<file path="src/rtl/csh_pkg.sv">
// Package for the case-folding string hash block.
// Holds payload structs, widths, shared-unit opcodes and the byte fold function.
// No dependencies.
package csh_pkg;

  localparam int INDEX_BITS = 24;
  localparam int HASH_W     = 32;
  localparam int CHAR_W     = 8;
  localparam int SH_W       = $clog2(HASH_W);
  localparam int CNT_W      = $clog2(HASH_W + 1);

  localparam logic [INDEX_BITS-1:0] TABLE_SIZE_RESET = INDEX_BITS'(10243);

  localparam logic [SH_W-1:0] SH_MIX_L = SH_W'(10);
  localparam logic [SH_W-1:0] SH_MIX_R = SH_W'(6);
  localparam logic [SH_W-1:0] SH_FIN_1 = SH_W'(3);
  localparam logic [SH_W-1:0] SH_FIN_2 = SH_W'(11);
  localparam logic [SH_W-1:0] SH_FIN_3 = SH_W'(15);

  localparam logic [CHAR_W-1:0] UPPER_A   = 8'h41;
  localparam logic [CHAR_W-1:0] UPPER_Z   = 8'h5A;
  localparam logic [CHAR_W-1:0] LOWER_A   = 8'h61;
  localparam logic [CHAR_W-1:0] LOWER_Z   = 8'h7A;
  localparam logic [CHAR_W-1:0] CASE_DIFF = 8'h20;

  typedef struct packed {
    logic [CHAR_W-1:0] char_byte;
    logic              is_last;
  } in_data_t;

  typedef struct packed {
    logic [HASH_W-1:0]     hash_value;
    logic [INDEX_BITS-1:0] bucket_index;
  } out_data_t;

  typedef enum logic [1:0] {
    OP_ADD_CHAR = 2'd0,
    OP_ADD_SHL  = 2'd1,
    OP_XOR_SHR  = 2'd2
  } alu_op_t;

  typedef struct packed {
    alu_op_t         op;
    logic [SH_W-1:0] sh;
    logic            odd;
  } alu_ctl_t;

  typedef struct packed {
    logic busy;
    logic done;
  } mod_sts_t;

  function automatic logic [CHAR_W-1:0] fold_byte(input logic [CHAR_W-1:0] c,
                                                  input logic odd);
    logic [CHAR_W-1:0] f;
    f = c;
    if (f >= UPPER_A && f <= UPPER_Z) begin
      f = f + CASE_DIFF;
    end
    if (!odd && f >= LOWER_A && f <= LOWER_Z) begin
      f = f - CASE_DIFF;
    end
    return f;
  endfunction

endpackage

</file>
<file path="src/rtl/csh_mix_alu.sv">
// Shared mixing unit: add folded byte, add shifted-left, or xor shifted-right.
// Depends on csh_pkg.
module csh_mix_alu (
  input  csh_pkg::alu_ctl_t                 ctl,
  input  logic [csh_pkg::HASH_W-1:0]        h_in,
  input  logic [csh_pkg::CHAR_W-1:0]        char_byte,
  output logic [csh_pkg::HASH_W-1:0]        h_out
);
  import csh_pkg::*;

  logic [HASH_W-1:0] shl;
  logic [HASH_W-1:0] shr;
  logic [CHAR_W-1:0] folded;

  assign shl    = h_in << ctl.sh;
  assign shr    = h_in >> ctl.sh;
  assign folded = fold_byte(char_byte, ctl.odd);

  always_comb begin
    case (ctl.op)
      OP_ADD_CHAR: h_out = h_in + HASH_W'(folded);
      OP_ADD_SHL:  h_out = h_in + shl;
      OP_XOR_SHR:  h_out = h_in ^ shr;
      default:     h_out = h_in;
    endcase
  end

endmodule

</file>
<file path="src/rtl/csh_mod_unit.sv">
// Restoring modulo unit, one quotient bit per cycle.
// Depends on csh_pkg.
module csh_mod_unit (
  input  logic                              clk,
  input  logic                              rst_n,
  input  logic                              start,
  input  logic [csh_pkg::HASH_W-1:0]        dividend,
  input  logic [csh_pkg::INDEX_BITS-1:0]    divisor,
  output csh_pkg::mod_sts_t                 sts,
  output logic [csh_pkg::INDEX_BITS-1:0]    remainder
);
  import csh_pkg::*;

  logic [HASH_W-1:0]     dvd_r;
  logic [INDEX_BITS-1:0] rem_r;
  logic [INDEX_BITS-1:0] div_r;
  logic                  zero_r;
  logic [CNT_W-1:0]      cnt_r;
  logic                  busy_r;
  logic                  done_r;

  logic [INDEX_BITS:0]   sh;
  logic [INDEX_BITS:0]   diff;
  logic [INDEX_BITS-1:0] rem_nxt;

  assign sh      = {rem_r, dvd_r[HASH_W-1]};
  assign diff    = sh - {1'b0, div_r};
  assign rem_nxt = diff[INDEX_BITS] ? sh[INDEX_BITS-1:0] : diff[INDEX_BITS-1:0];

  always_ff @(posedge clk) begin
    if (!rst_n) begin
      busy_r <= 1'b0;
      done_r <= 1'b0;
      cnt_r  <= '0;
    end else begin
      done_r <= 1'b0;
      if (start) begin
        busy_r <= 1'b1;
        cnt_r  <= CNT_W'(HASH_W);
      end else if (busy_r) begin
        cnt_r <= cnt_r - CNT_W'(1);
        if (cnt_r == CNT_W'(1)) begin
          busy_r <= 1'b0;
          done_r <= 1'b1;
        end
      end
    end
  end

  always_ff @(posedge clk) begin
    if (start) begin
      dvd_r  <= dividend;
      rem_r  <= '0;
      div_r  <= divisor;
      zero_r <= (divisor == '0);
    end else if (busy_r) begin
      dvd_r <= dvd_r << 1;
      rem_r <= rem_nxt;
    end
  end

  assign sts.busy  = busy_r;
  assign sts.done  = done_r;
  assign remainder = zero_r ? '0 : rem_r;

endmodule

</file>
<file path="src/rtl/case_folding_string_hash_bucket_top.sv">
// Top level of the case-folding one-at-a-time string hash with bucket selection.
// Depends on csh_pkg, csh_mix_alu and csh_mod_unit.
//
// Keys enter one character per transaction; is_last ends the key. For each
// character a small sequencer runs the add and the two mixing steps through one
// shared shift/add/xor unit, one operation per cycle. After the last character it
// runs 3 avalanche steps on the same unit, then the bit-serial restoring modulo
// unit, and loads the result into an output register, so the next key may start
// while it waits. in_stall is high whenever the sequencer is not idle, and the
// sequencer holds a new result only while the previous one is not taken.
// table_size is written on cfg_we and must be changed only between keys; a value
// of zero gives bucket index 0.
module case_folding_string_hash_bucket_top (
  input  logic                            clk,
  input  logic                            rst_n,
  input  logic                            in_valid,
  output logic                            in_stall,
  input  csh_pkg::in_data_t               in_data,
  output logic                            out_valid,
  input  logic                            out_stall,
  output csh_pkg::out_data_t              out_data,
  input  logic                            cfg_we,
  input  logic [csh_pkg::INDEX_BITS-1:0]  cfg_wdata
);
  import csh_pkg::*;

  typedef enum logic [7:0] {
    S_IDLE = 8'b0000_0001,
    S_MIX1 = 8'b0000_0010,
    S_MIX2 = 8'b0000_0100,
    S_FIN1 = 8'b0000_1000,
    S_FIN2 = 8'b0001_0000,
    S_FIN3 = 8'b0010_0000,
    S_DIV  = 8'b0100_0000,
    S_HOLD = 8'b1000_0000
  } state_t;

  state_t                state_r, state_nxt;
  logic [HASH_W-1:0]     h_r;
  logic                  odd_r;
  logic                  last_r;
  logic [INDEX_BITS-1:0] table_size_r;
  logic                  out_valid_r;
  out_data_t             out_r;

  alu_ctl_t              alu_ctl;
  logic [HASH_W-1:0]     alu_out;
  logic                  mod_start;
  mod_sts_t              mod_sts;
  logic [INDEX_BITS-1:0] mod_rem;

  logic                  in_accept;
  logic                  out_free;
  logic                  out_load;

  assign in_stall  = (state_r != S_IDLE);
  assign in_accept = in_valid && !in_stall;
  assign out_free  = !out_valid_r || !out_stall;
  assign out_load  = (state_r == S_HOLD) && out_free;
  assign mod_start = (state_r == S_FIN3);

  csh_mix_alu u_alu (
    .ctl       (alu_ctl),
    .h_in      (h_r),
    .char_byte (in_data.char_byte),
    .h_out     (alu_out)
  );

  csh_mod_unit u_mod (
    .clk       (clk),
    .rst_n     (rst_n),
    .start     (mod_start),
    .dividend  (alu_out),
    .divisor   (table_size_r),
    .sts       (mod_sts),
    .remainder (mod_rem)
  );

  always_comb begin
    alu_ctl.odd = odd_r;
    alu_ctl.op  = OP_ADD_CHAR;
    alu_ctl.sh  = '0;
    state_nxt   = state_r;
    case (state_r)
      S_IDLE: begin
        if (in_accept) begin
          state_nxt = S_MIX1;
        end
      end
      S_MIX1: begin
        alu_ctl.op = OP_ADD_SHL;
        alu_ctl.sh = SH_MIX_L;
        state_nxt  = S_MIX2;
      end
      S_MIX2: begin
        alu_ctl.op = OP_XOR_SHR;
        alu_ctl.sh = SH_MIX_R;
        state_nxt  = last_r ? S_FIN1 : S_IDLE;
      end
      S_FIN1: begin
        alu_ctl.op = OP_ADD_SHL;
        alu_ctl.sh = SH_FIN_1;
        state_nxt  = S_FIN2;
      end
      S_FIN2: begin
        alu_ctl.op = OP_XOR_SHR;
        alu_ctl.sh = SH_FIN_2;
        state_nxt  = S_FIN3;
      end
      S_FIN3: begin
        alu_ctl.op = OP_ADD_SHL;
        alu_ctl.sh = SH_FIN_3;
        state_nxt  = S_DIV;
      end
      S_DIV: begin
        if (mod_sts.done) begin
          state_nxt = S_HOLD;
        end
      end
      S_HOLD: begin
        if (out_free) begin
          state_nxt = S_IDLE;
        end
      end
      default: state_nxt = S_IDLE;
    endcase
  end

  always_ff @(posedge clk) begin
    if (!rst_n) begin
      state_r      <= S_IDLE;
      h_r          <= '0;
      odd_r        <= 1'b0;
      last_r       <= 1'b0;
      table_size_r <= TABLE_SIZE_RESET;
      out_valid_r  <= 1'b0;
    end else begin
      state_r <= state_nxt;
      if (cfg_we) begin
        table_size_r <= cfg_wdata;
      end
      case (state_r)
        S_IDLE: begin
          if (in_accept) begin
            h_r    <= alu_out;
            last_r <= in_data.is_last;
          end
        end
        S_MIX2: begin
          h_r <= alu_out;
          if (!last_r) begin
            odd_r <= !odd_r;
          end
        end
        S_MIX1, S_FIN1, S_FIN2, S_FIN3: h_r <= alu_out;
        S_HOLD: begin
          if (out_free) begin
            h_r   <= '0;
            odd_r <= 1'b0;
          end
        end
        default: ;
      endcase
      if (out_load) begin
        out_valid_r <= 1'b1;
      end else if (out_valid_r && !out_stall) begin
        out_valid_r <= 1'b0;
      end
    end
  end

  always_ff @(posedge clk) begin
    if (out_load) begin
      out_r.hash_value   <= h_r;
      out_r.bucket_index <= mod_rem;
    end
  end

  assign out_valid = out_valid_r;
  assign out_data  = out_r;

`ifndef SYNTH
  a_busy_stalls: assert property (@(posedge clk) disable iff (!rst_n)
    mod_sts.busy |-> in_stall)
    else $error("modulo unit busy while input open");

  a_done_in_div: assert property (@(posedge clk) disable iff (!rst_n)
    mod_sts.done |-> (state_r == S_DIV))
    else $error("modulo done outside divide state");

  a_odd_toggle: assert property (@(posedge clk) disable iff (!rst_n)
    (state_r == S_MIX2 && !last_r) |=> (odd_r != $past(odd_r)))
    else $error("position parity not advanced");

  a_load_free: assert property (@(posedge clk) disable iff (!rst_n)
    out_load |-> (!out_valid_r || !out_stall))
    else $error("result register overwritten");
`endif

endmodule

</file>
<file path="config.mk">
export PLATFORM = sky130hd
export DESIGN_NAME = case_folding_string_hash_bucket_top
export DESIGN_NICKNAME = d
export VERILOG_FILES = /design/src/rtl/csh_pkg.sv /design/src/rtl/csh_mix_alu.sv /design/src/rtl/csh_mod_unit.sv /design/src/rtl/case_folding_string_hash_bucket_top.sv
export SDC_FILE = /design/constraint.sdc
export NUM_CORES = 1
export LEC_CHECK = 0
export BUFFER_PORTS_ARGS = -buffer_cell sky130_fd_sc_hd__clkbuf_2
export CAP_MARGIN = 5
export CORE_MARGIN = 5
export CORE_UTILIZATION = 57
export CTS_BUF_LIST = sky130_fd_sc_hd__clkbuf_8
export DETAILED_ROUTE_END_ITERATION = 6
export GPL_TIMING_DRIVEN = 0
export PLACE_DENSITY = 0.79
export SYNTH_ARGS = -nofsm -noshare
export SYNTH_HDL_FRONTEND = slang
export SYNTH_SLANG_ARGS = --single-unit
</file>
<file path="constraint.sdc">
create_clock -name clk -period 5.3 [get_ports clk]
set_clock_uncertainty 0.2 [all_clocks]
set_input_delay 0.795 -clock clk [delete_from_list [all_inputs] [get_ports clk]]
set_output_delay 0.795 -clock clk [all_outputs]
set_load 0.005 [all_outputs]
</file>
-- Word-level counts from Yosys, hierarchy flattened
Index checks and enable logic that the tools add are counted.
- register bits: 212
- bits of input ports: 38
- output and inout port bits: 58
- logic and storage cells: 97
- $add $sub $neg: 6
- order comparisons: 4
- eq/ne operators: 16
- shift-type cells: 2
- mux-type cells: 26
- bitwise gates (word level): 3
- reductions and logical operators: 24
- operators by type and width (kind ; count):
    32-bit case mux with 3 select lines ; 2
    32-bit two-way mux ; 4
    8-bit case mux with 8 select lines ; 1
    8-bit two-way mux ; 5
    7-bit case mux with 5 select lines ; 1
    32-bit adder ; 1
    32-bit by 8-bit adder with 32-bit output ; 1
    32-bit by 5-bit left shift with 32-bit output ; 1
    32-bit by 5-bit right shift with 32-bit output ; 1
    32-bit bitwise XOR ; 1
    25-bit by 24-bit subtractor with 25-bit output ; 1
    24-bit logical NOT ; 1
    24-bit two-way mux ; 1
    8-bit by 7-bit >= comparator with 1-bit output, second input constant ; 2
    8-bit by 7-bit less-or-equal comparator with 1-bit output, second input constant ; 2
    6-bit two-way mux ; 2
    3-bit AND reduction ; 3
    8-bit by 6-bit adder with 8-bit output, second input constant ; 1
    8-bit by 1-bit equality test with 1-bit output, second input constant ; 1
    8-bit by 2-bit equality test with 1-bit output, second input constant ; 1
    8-bit by 3-bit equality test with 1-bit output, second input constant ; 1
    8-bit by 4-bit equality test with 1-bit output, second input constant ; 1
    8-bit by 5-bit equality test with 1-bit output, second input constant ; 1
    8-bit by 6-bit equality test with 1-bit output, second input constant ; 1
    other kinds (24) ; 44

-- Longest topological paths before layout
Gate-level depths: netlist of the first run.
- depth after elaboration: 11
- depth in mapped cells: 22
- gate-level depth less buffers: 20

-- Cells and area by module
A second synthesis of the first run with hierarchy kept.
- cell total of the unflattened synthesis: 1722
- area total of the unflattened synthesis: 15710.1 um^2
- modules (own cells, without submodules) (module ; times used ; cells an instance ; area an instance (um^2) ; seq. area each (um^2)):
    csh_mix_alu ; 1 ; 799 ; 5689.2 ; 0.0
    csh_mod_unit ; 1 ; 523 ; 5306.3 ; 2352.3
    case_folding_string_hash_bucket_top ; 1 ; 400 ; 4714.5 ; 3022.9

-- Worst setup path after synthesis of the first run
Ideal clock, no wire load.
- path type: register -> register
- from: register state_r[5]
- to: register u_mod.dvd_r[30] (data pin)
- setup time: 0.265 ns
- arrival: 4.499 ns
- required time: 4.835 ns
- setup slack: 0.336 ns
- cell stages (with the launch flop): 22
- buffers on the path: 4
- clock period less this slack: 4.964 ns
- path through: dfxtp_1 -> nor4_4 -> nand4b_1 -> buf_2 -> nand2_2 -> buf_2 -> buf_2 -> buf_1 -> nor3_1 -> a21oi_1 -> o22ai_1 -> ha_1 -> and3_4 -> a22oi_2 -> a21oi_1 -> and3_1 -> or4_1 -> a21oi_2 -> o31ai_1 -> a311oi_1 -> xnor2_1 -> o21ai_1
- cells in the longest elaborated chain, start to end: 6
- elaborated cells on any way between the ends: 15
- those cells by class: add/sub: 1; eq/ne: 7; shift: 2; mux: 3; bitwise: 1; reduce/logical: 1
- ends and longest elaborated chain (element ; line ; RTL):
    start: declaration ; case_folding_string_hash_bucket_top.sv:38 ; state_t state_r, state_nxt;
    start signal: assignment ; case_folding_string_hash_bucket_top.sv:138 ; state_r <= state_nxt;
    8-bit by 6-bit equality test with 1-bit output, or another cell as far along ; case_folding_string_hash_bucket_top.sv:60, case_folding_string_hash_bucket_top.sv:84 ;
    7-bit case mux with 5 select lines ; case_folding_string_hash_bucket_top.sv:84 ; case (state_r)
    32-bit by 5-bit left shift with 32-bit output / 32-bit by 5-bit right shift with 32-bit output (equally long branches) ; csh_mix_alu.sv:15, csh_mix_alu.sv:16 ;
    32-bit adder / 32-bit bitwise XOR (equally long branches) ; csh_mix_alu.sv:22, csh_mix_alu.sv:23 ;
    32-bit case mux with 3 select lines ; csh_mix_alu.sv:20 ; case (ctl.op)
    32-bit two-way mux * ; csh_mod_unit.sv:51 ; if (start) begin
    end signal: assignment ; csh_mod_unit.sv:52 ; dvd_r <= dividend;
    end signal: assignment ; csh_mod_unit.sv:57 ; dvd_r <= dvd_r << 1;
    end: declaration ; csh_mod_unit.sv:14 ; logic [HASH_W-1:0] dvd_r;
Every way passes the cells marked *; elsewhere a longest branch is shown, timed or not.
A chain may end at the register's enable or synchronous reset.

-- Final worst setup path of the first run
- from: register state_r[0]
- to: register u_mod.dvd_r[30] (data pin)
Same word-level chain as after synthesis.

==> results of run 1 <==
## cell type report
| class | instances | area share [%] |
|---|---|---|
| repair buffers | 127 | 5.00 |
| well taps | 285 | 2.34 |
| multi-input cells | 1136 | 48.6 |
| inverters | 53 | 1.39 |
| flip-flops and latches | 212 | 35.3 |
| clock buffers | 40 | 3.61 |
| plain buffers | 81 | 2.76 |
| clock inverters | 25 | 1.02 |
## critical path: cells and delay by family (launching register included)
family	cells	cell delay [ns]
and+or+nand+nor	7	1.86
buffers and inverters	2	0.58
xor gates and xnor gates	1	0.19
DFF	1	0.43
AOI/OAI and AO/OA	8	1.37
adders and majority gates	1	0.27
## worst min-delay path by stage
stage | from | to | slack [ns] | cells past startpoint
after global placement | table_size_r[13] | u_mod.div_r[13] | 0.24 | 0
final | table_size_r[13] | u_mod.div_r[13] | 0.25 | 0
after detailed placement | table_size_r[5] | u_mod.div_r[5] | 0.24 | 0
after floorplan | table_size_r[11] | u_mod.div_r[11] | 0.23 | 0
after global routing | cfg_wdata[13] | table_size_r[13] | 0.27 | 3
after CTS | table_size_r[13] | u_mod.div_r[13] | 0.25 | 0
## flip-flops by register name, indices dropped and copies added (netlist names)
| signal | flops |
|---|---|
| out_data | 56 |
| h_r | 32 |
| u_mod.dvd_r | 32 |
| table_size_r | 24 |
| u_mod.div_r | 24 |
| u_mod.rem_r | 24 |
| state_r | 8 |
| u_mod.cnt_r | 6 |
| last_r | 1 |
| odd_r | 1 |
| out_valid | 1 |
| u_mod.busy_r | 1 |
| u_mod.done_r | 1 |
| u_mod.zero_r | 1 |
## through the flow
stage | instances | total power (W) | area [µm²] | setup TNS, ns
2_1_floorplan | 1488 | 0.00272 | 13100 | 0
3_3_place_gp | 1867 | 0.00306 | 13900 | -64.50
3_5_place_dp | 1869 | 0.00308 | 14000 | -22.09
4_1_cts | 1949 | 0.00454 | 15000 | 0
5_1_grt | 1959 | 0.00480 | 15300 | -0.0298
6_report | 1959 | 0.00461 | 15300 | 0
## cells in the final DEF (no fill, tap or decap), drive strengths merged, types with 7 or more instances in the layout
master and n:
a21o 24, dfxtp 99, and3 9, or3 7, o211ai 12, nand4b 8, nand2b 9, clkbuf 193
o21a 13, xnor2 40, nor2b 50, xor2 22, ha 62, nand3 20, buf 55, a211oi 18
mux2i 54, and2 9, a22oi 11, nor2 155, nor3 38, o22ai 54, a31oi 13, a21boi 7
nand2 148, nor4 16, inv 69, o21ai 126, a21oi 123, edfxtp 113, nand4 7
## where the power goes
group / switching, W / total (W) / internal (W)
Clock: 0.000692 / 0.00144 / 0.000752
Sequential: 0.000111 / 0.00191 / 0.00180
Combinational: 0.000774 / 0.00125 / 0.000476
Total: 0.00158 / 0.00461 / 0.00303
## per-layer routing
layer,routed length (µm),part of all wire [%]
met4,2300,5.1
met2,18400,41
met3,5290,12
met1,19200,43
met5,0,0
## cell families after synthesis
| kind of cell | after synthesis | share of synthesized area (%) |
|---|---|---|
| buffers and inverters | 140 | 4.30 |
| XOR/XNOR | 62 | 4.15 |
| flip-flops | 212 | 41.1 |
| multiplexers | 55 | 4.21 |
| AND/OR/NAND/NOR | 496 | 18.3 |
| adder cells (fa/ha/maj) | 64 | 6.23 |
| AO/OA/AOI/OAI | 459 | 21.8 |
## timing repair
action                                  4_1_cts  5_1_grt
setup buffers                                18       12
endpoints found under the setup margin       44       24
gates resized for setup                      51       51
cloned                                        0        0
pin swaps                                    12       25
==> results.yml, run 1 <==
setup_path:
  start_kind: "flip-flop"
  critPathCaptureType: "flip-flop"
  worst_path_most_repeated_cell: "a21oi_2"
  cp-endpoint: "u_mod.dvd_r[30]"
  r2r_cells: 19
  required_ns: 5.36
  crit_path_top_delay_cell: "or4_4"
  reg2reg_slack_ns: 0.11
  crit_path_max_fanout: 10
  crit_chain: "nor2_1 > nand4b_1 > bufinv_8 > nor4_4 > clkbuf_4 > and2_1 > a21oi_2 > o22ai_1 > ha_1 > and3_4 > a22oi_2 > a21oi_2 > and3_1 > or4_4 > a21oi_4 > o31ai_4 > a311oi_2 > xnor2_2 > o21ai_1"
  reg2reg_from: "state_r[0]"
  max_stage_delay_ns: 0.50
  r2r_end: "u_mod.dvd_r[30]"
  arrival_ns: 5.25
  critPathKind: "reg2reg"
  critPathLaunch: "state_r[0]"
yosys:
  synth-edff-count: 113
  yosysTopAreaCellShare_pct: 25.9
  async_flop_share_pct: 0
  yosysMostFrequentCell: "nor2_1"
  netlist_area_mm2: 0.0131
  synth_top_area_cell: "edfxtp_1"
  synth_nets: 1590
  synth_cell_types: 80
  yosysWarnings: 0
  yosys-top-cells-count: "nor2_1, nand2_1, a21oi_1"
  ys_ff_latch: 212
  ys_seq_area_share_pct: 41.1
  netlist_instances: 1488
  synth_area_leaders: "edfxtp_1, dfxtp_1, ha_1"
  synth-main-ff-cell: "edfxtp_1"
  synth_area_per_cell_um2: 8.80
clock_network:
  postCtsHoldBufs: 0
  cts.reportedPaths.clkPinSlew_ns: 0.06
  cts_buffer_depth: 3
  cts_tree: "yes"
  htreeDepth: 2
  cts-root-buf: "clkbuf_8"
  clock_sinks: 212
  numCtsBuffers: 36
  clk-insertion-delay-late_ns: 0.56
timing:
  fmax_mhz: 193
  finalSetupViolCount: 0
  min_period_over_period_pct: 97.9
  slew_headroom_pct: 35.0
  tightestPinTransition_ns: 0.974
  worst_slack_ns: 0.112
  hold_viol: 0
  hold_ws_ns: 0.254
  final_max_slew_viol_count: 0
  period_minus_slack_ns: 5.19
floorplanning:
  dieHeight_um: 162
  placeableCoreArea_mm2: 0.0226
  ios: 96
  dieArea_mm2: 0.0261
  fp-row-count: 55
  start_util_pct: 57.8
  die_w_um: 162
min_path:
  hp-class: "reg2reg"
routing:
  wl_per_cell_um: 23.1
  vias_per_cell: 6.52
  drc: 5
  ant_nets: 0
  drt_iter0_drc: 1525
  finalWirelength_um: 45200
  firstDrtPassIters: 7
  num_vias: 12774
cells_and_area:
  multi_input_area_mm2: 0.00741
  drive_above_1_share_pct: 15.8
  fin_nets: 1749
  final_util_pct: 67.4
  regArea_mm2: 0.00539
  n_fill_cell: 1843
  area_growth_pct: 16.5
  diodes: 0
global_route:
  grt_most_used_layer: "met1"
  track_usage_pct: 33.8
  overflow: 0
  grt_pass1_vias: 11948
  grt_pass1_wl_um: 68600
  antenna_found_initial: 0
  gr-usage-met3_pct: 8.24
  grt_max_degree: 35
  grt_util_met2_pct: 48.2
  use_met1_pct: 48.7
place:
  preCtsSetupSlack_ns: -0.986
  gp_congestion: 1.03
  dpl.hpwl_um: 33200
  port_buffers: 94
outcome:
  violations: "DRC"
  outcome: "finished, violations left"
power:
  powerDensity_mw_per_mm2: 302
  power.leakage_nw: 6.38
  ir_drop_mv: 0.251
job:
  cap_violations: 0
Power figures use the tool's default switching activity.
==> run 2, diff against run 1 <==
==> constraint.sdc (replaced) <==
create_clock -name clk -period 5.3 [get_ports clk]
set_clock_uncertainty 0.2 [all_clocks]
set_input_delay 0.265 -clock clk [delete_from_list [all_inputs] [get_ports clk]]
set_output_delay 0.265 -clock clk [all_outputs]
set_load 0.005 [all_outputs]
==> run 2 against run 1 <==
The run now ends clean. Sequential power barely moved. Sequential share of layout area fell by 0.75 points. Power rose by 0.94%. Critical path depth is 2 higher. Maximum frequency decreased by 1.0%. Wire length rose by 4.3%. Hold slack worse by 0.077 ns. Global-route usage increased by 1.5 points.
==> results.yml, run 2 (synthesized netlist as in run 1, its figures left out) <==
power:
  total_power_w: 0.00465
  powerDensity_mw_per_mm2: 298
  ir_drop_mv: 0.251
  power.leakage_nw: 6.51
floorplanning:
  ios: 96
  die_w_um: 162
  start_util_pct: 57.8
  fp-row-count: 55
  dieArea_mm2: 0.0261
  placeableCoreArea_mm2: 0.0226
  dieHeight_um: 162
routing:
  drc: 0
  wl_per_cell_um: 23.6
  ant_nets: 0
  drt_iter0_drc: 1632
  finalWirelength_um: 47100
  vias_per_cell: 6.53
  firstDrtPassIters: 6
  num_vias: 13003
cells_and_area:
  layout_commonest_cell: "nor2_1"
  fin_nets: 1781
  multi_input_area_mm2: 0.00741
  largest_reg_flops: 56
  n_fill_cell: 1768
  drive_above_1_share_pct: 15.5
  regArea_mm2: 0.00539
  final_util_pct: 68.8
  fin_area_mm2: 0.0156
  area_growth_pct: 19.0
  final_cell_mix: "nor2_1, nand2_1, a21oi_1, edfxtp_1, o21ai_0"
place:
  gp_congestion: 1.03
  port_buffers: 94
  preCtsSetupSlack_ns: -0.986
  dpl_cell_area_mm2: 0.0140
  dpl.hpwl_um: 33200
setup_path:
  crit_chain: "nor4_4 > nand4b_1 > bufinv_8 > nor2_4 > buf_8 > buf_4 > o22ai_4 > nor2_1 > o22ai_2 > o22ai_1 > ha_1 > and3_4 > a22oi_2 > a21oi_2 > and3_1 > or4_4 > a21oi_4 > o31ai_4 > a311oi_2 > xnor2_2 > o21ai_1"
  crit_family: "simple AND/OR/NAND/NOR gates"
  required_ns: 5.37
  start_kind: "flip-flop"
  critPathLaunch: "state_r[3]"
  critPathCaptureType: "flip-flop"
  path_buf_inv: 3
  reg2reg_from: "state_r[3]"
  arrival_ns: 5.31
  crit_path_max_fanout: 19
  crit_path_top_delay_cell: "or4_4"
  critPathKind: "reg2reg"
  max_stage_delay_ns: 0.50
timing:
  slew_headroom_pct: 33.9
  final.setup.tns_ns: 0
  finalSetupViolCount: 0
  period_minus_slack_ns: 5.24
  worst_slack_ns: 0.0587
  fmax_mhz: 191
  hold_viol: 0
  tightestPinTransition_ns: 0.992
  min_period_over_period_pct: 98.9
  final_max_slew_viol_count: 0
clock_network:
  cts.reportedPaths.clkPinSlew_ns: 0.06
  clk-insertion-delay-late_ns: 0.57
  htreeDepth: 2
  clock_sinks: 212
  cts_buffer_depth: 3
  cts-root-buf: "clkbuf_8"
  numCtsBuffers: 36
  cts_tree: "yes"
min_path:
  hold_path.startpoint: "rst_n"
  hp-class: "in2reg"
global_route:
  track_usage_pct: 35.2
  grt_pass1_wl_um: 71500
  antenna_found_initial: 1
  grt_max_degree: 35
  grt_pass1_vias: 12394
  overflow: 0
outcome:
  outcome: "finished, final reports clean"
job:
  cap_violations: 0
==> run 2: routing by layer <==
layer	wire (µm)	global-route usage (%)	vias to the layer above
met5	0	0	-
met4	2360	15.7	0
met3	5660	8.39	180
met1	19300	49.6	6104
li1	-	-	5842
met2	19800	51.7	877
==> run 2: timing repair <==
action / CTS / global route
setup endpoints to repair: 44 / 27
hold buffers: 32 / 0
endpoints found under the hold margin: 29 / 0
buffers inserted: 18 / 12
pin swaps: 12 / 26
cloned: 0 / 0
gates resized for setup: 51 / 51
==> run 2: tightest hold or removal path, cell delays in order <==
cell,delay [ns]
clkbuf_2,0.14
clkbuf_1,0.28
a21boi_0,0.20
==> run 2: report_power, final <==
part | total, W | switching (W) | internal (W)
Clock | 0.00146 | 0.000708 | 0.000752
Combinational | 0.00128 | 0.000781 | 0.000494
Sequential | 0.00191 | 0.000113 | 0.00180
Total | 0.00465 | 0.00160 | 0.00305
==> run 2: per-stage QoR <==
stage	hold slack, ns	std cells
global placement	0.237	1867
CTS	0.115	1981
detailed placement	0.242	1869
finish	0.177	1992
floorplan	0.194	1488
global route	0.184	1992
==> run 2: layout make-up <==
class	count	share of cell area (%)
flip-flops and latches	212	34.6
diodes	1	0.0161
clock inverters	25	0.996
multi-input cells	1136	47.6
clock buffers	40	3.53
well taps	285	2.29
inverters	53	1.37
plain buffers	81	2.69
repair buffers	159	6.96
==> run 2: path summary, 6_finish.rpt <==
path              depth (start not counted)         endpoint  slack [ns]
hold / removal                            3        out_valid        0.18
setup reg to reg                         21  u_mod.dvd_r[30]        0.06
hold reg to reg                           0  u_mod.div_r[13]        0.26
setup / recovery                         21  u_mod.dvd_r[30]        0.06
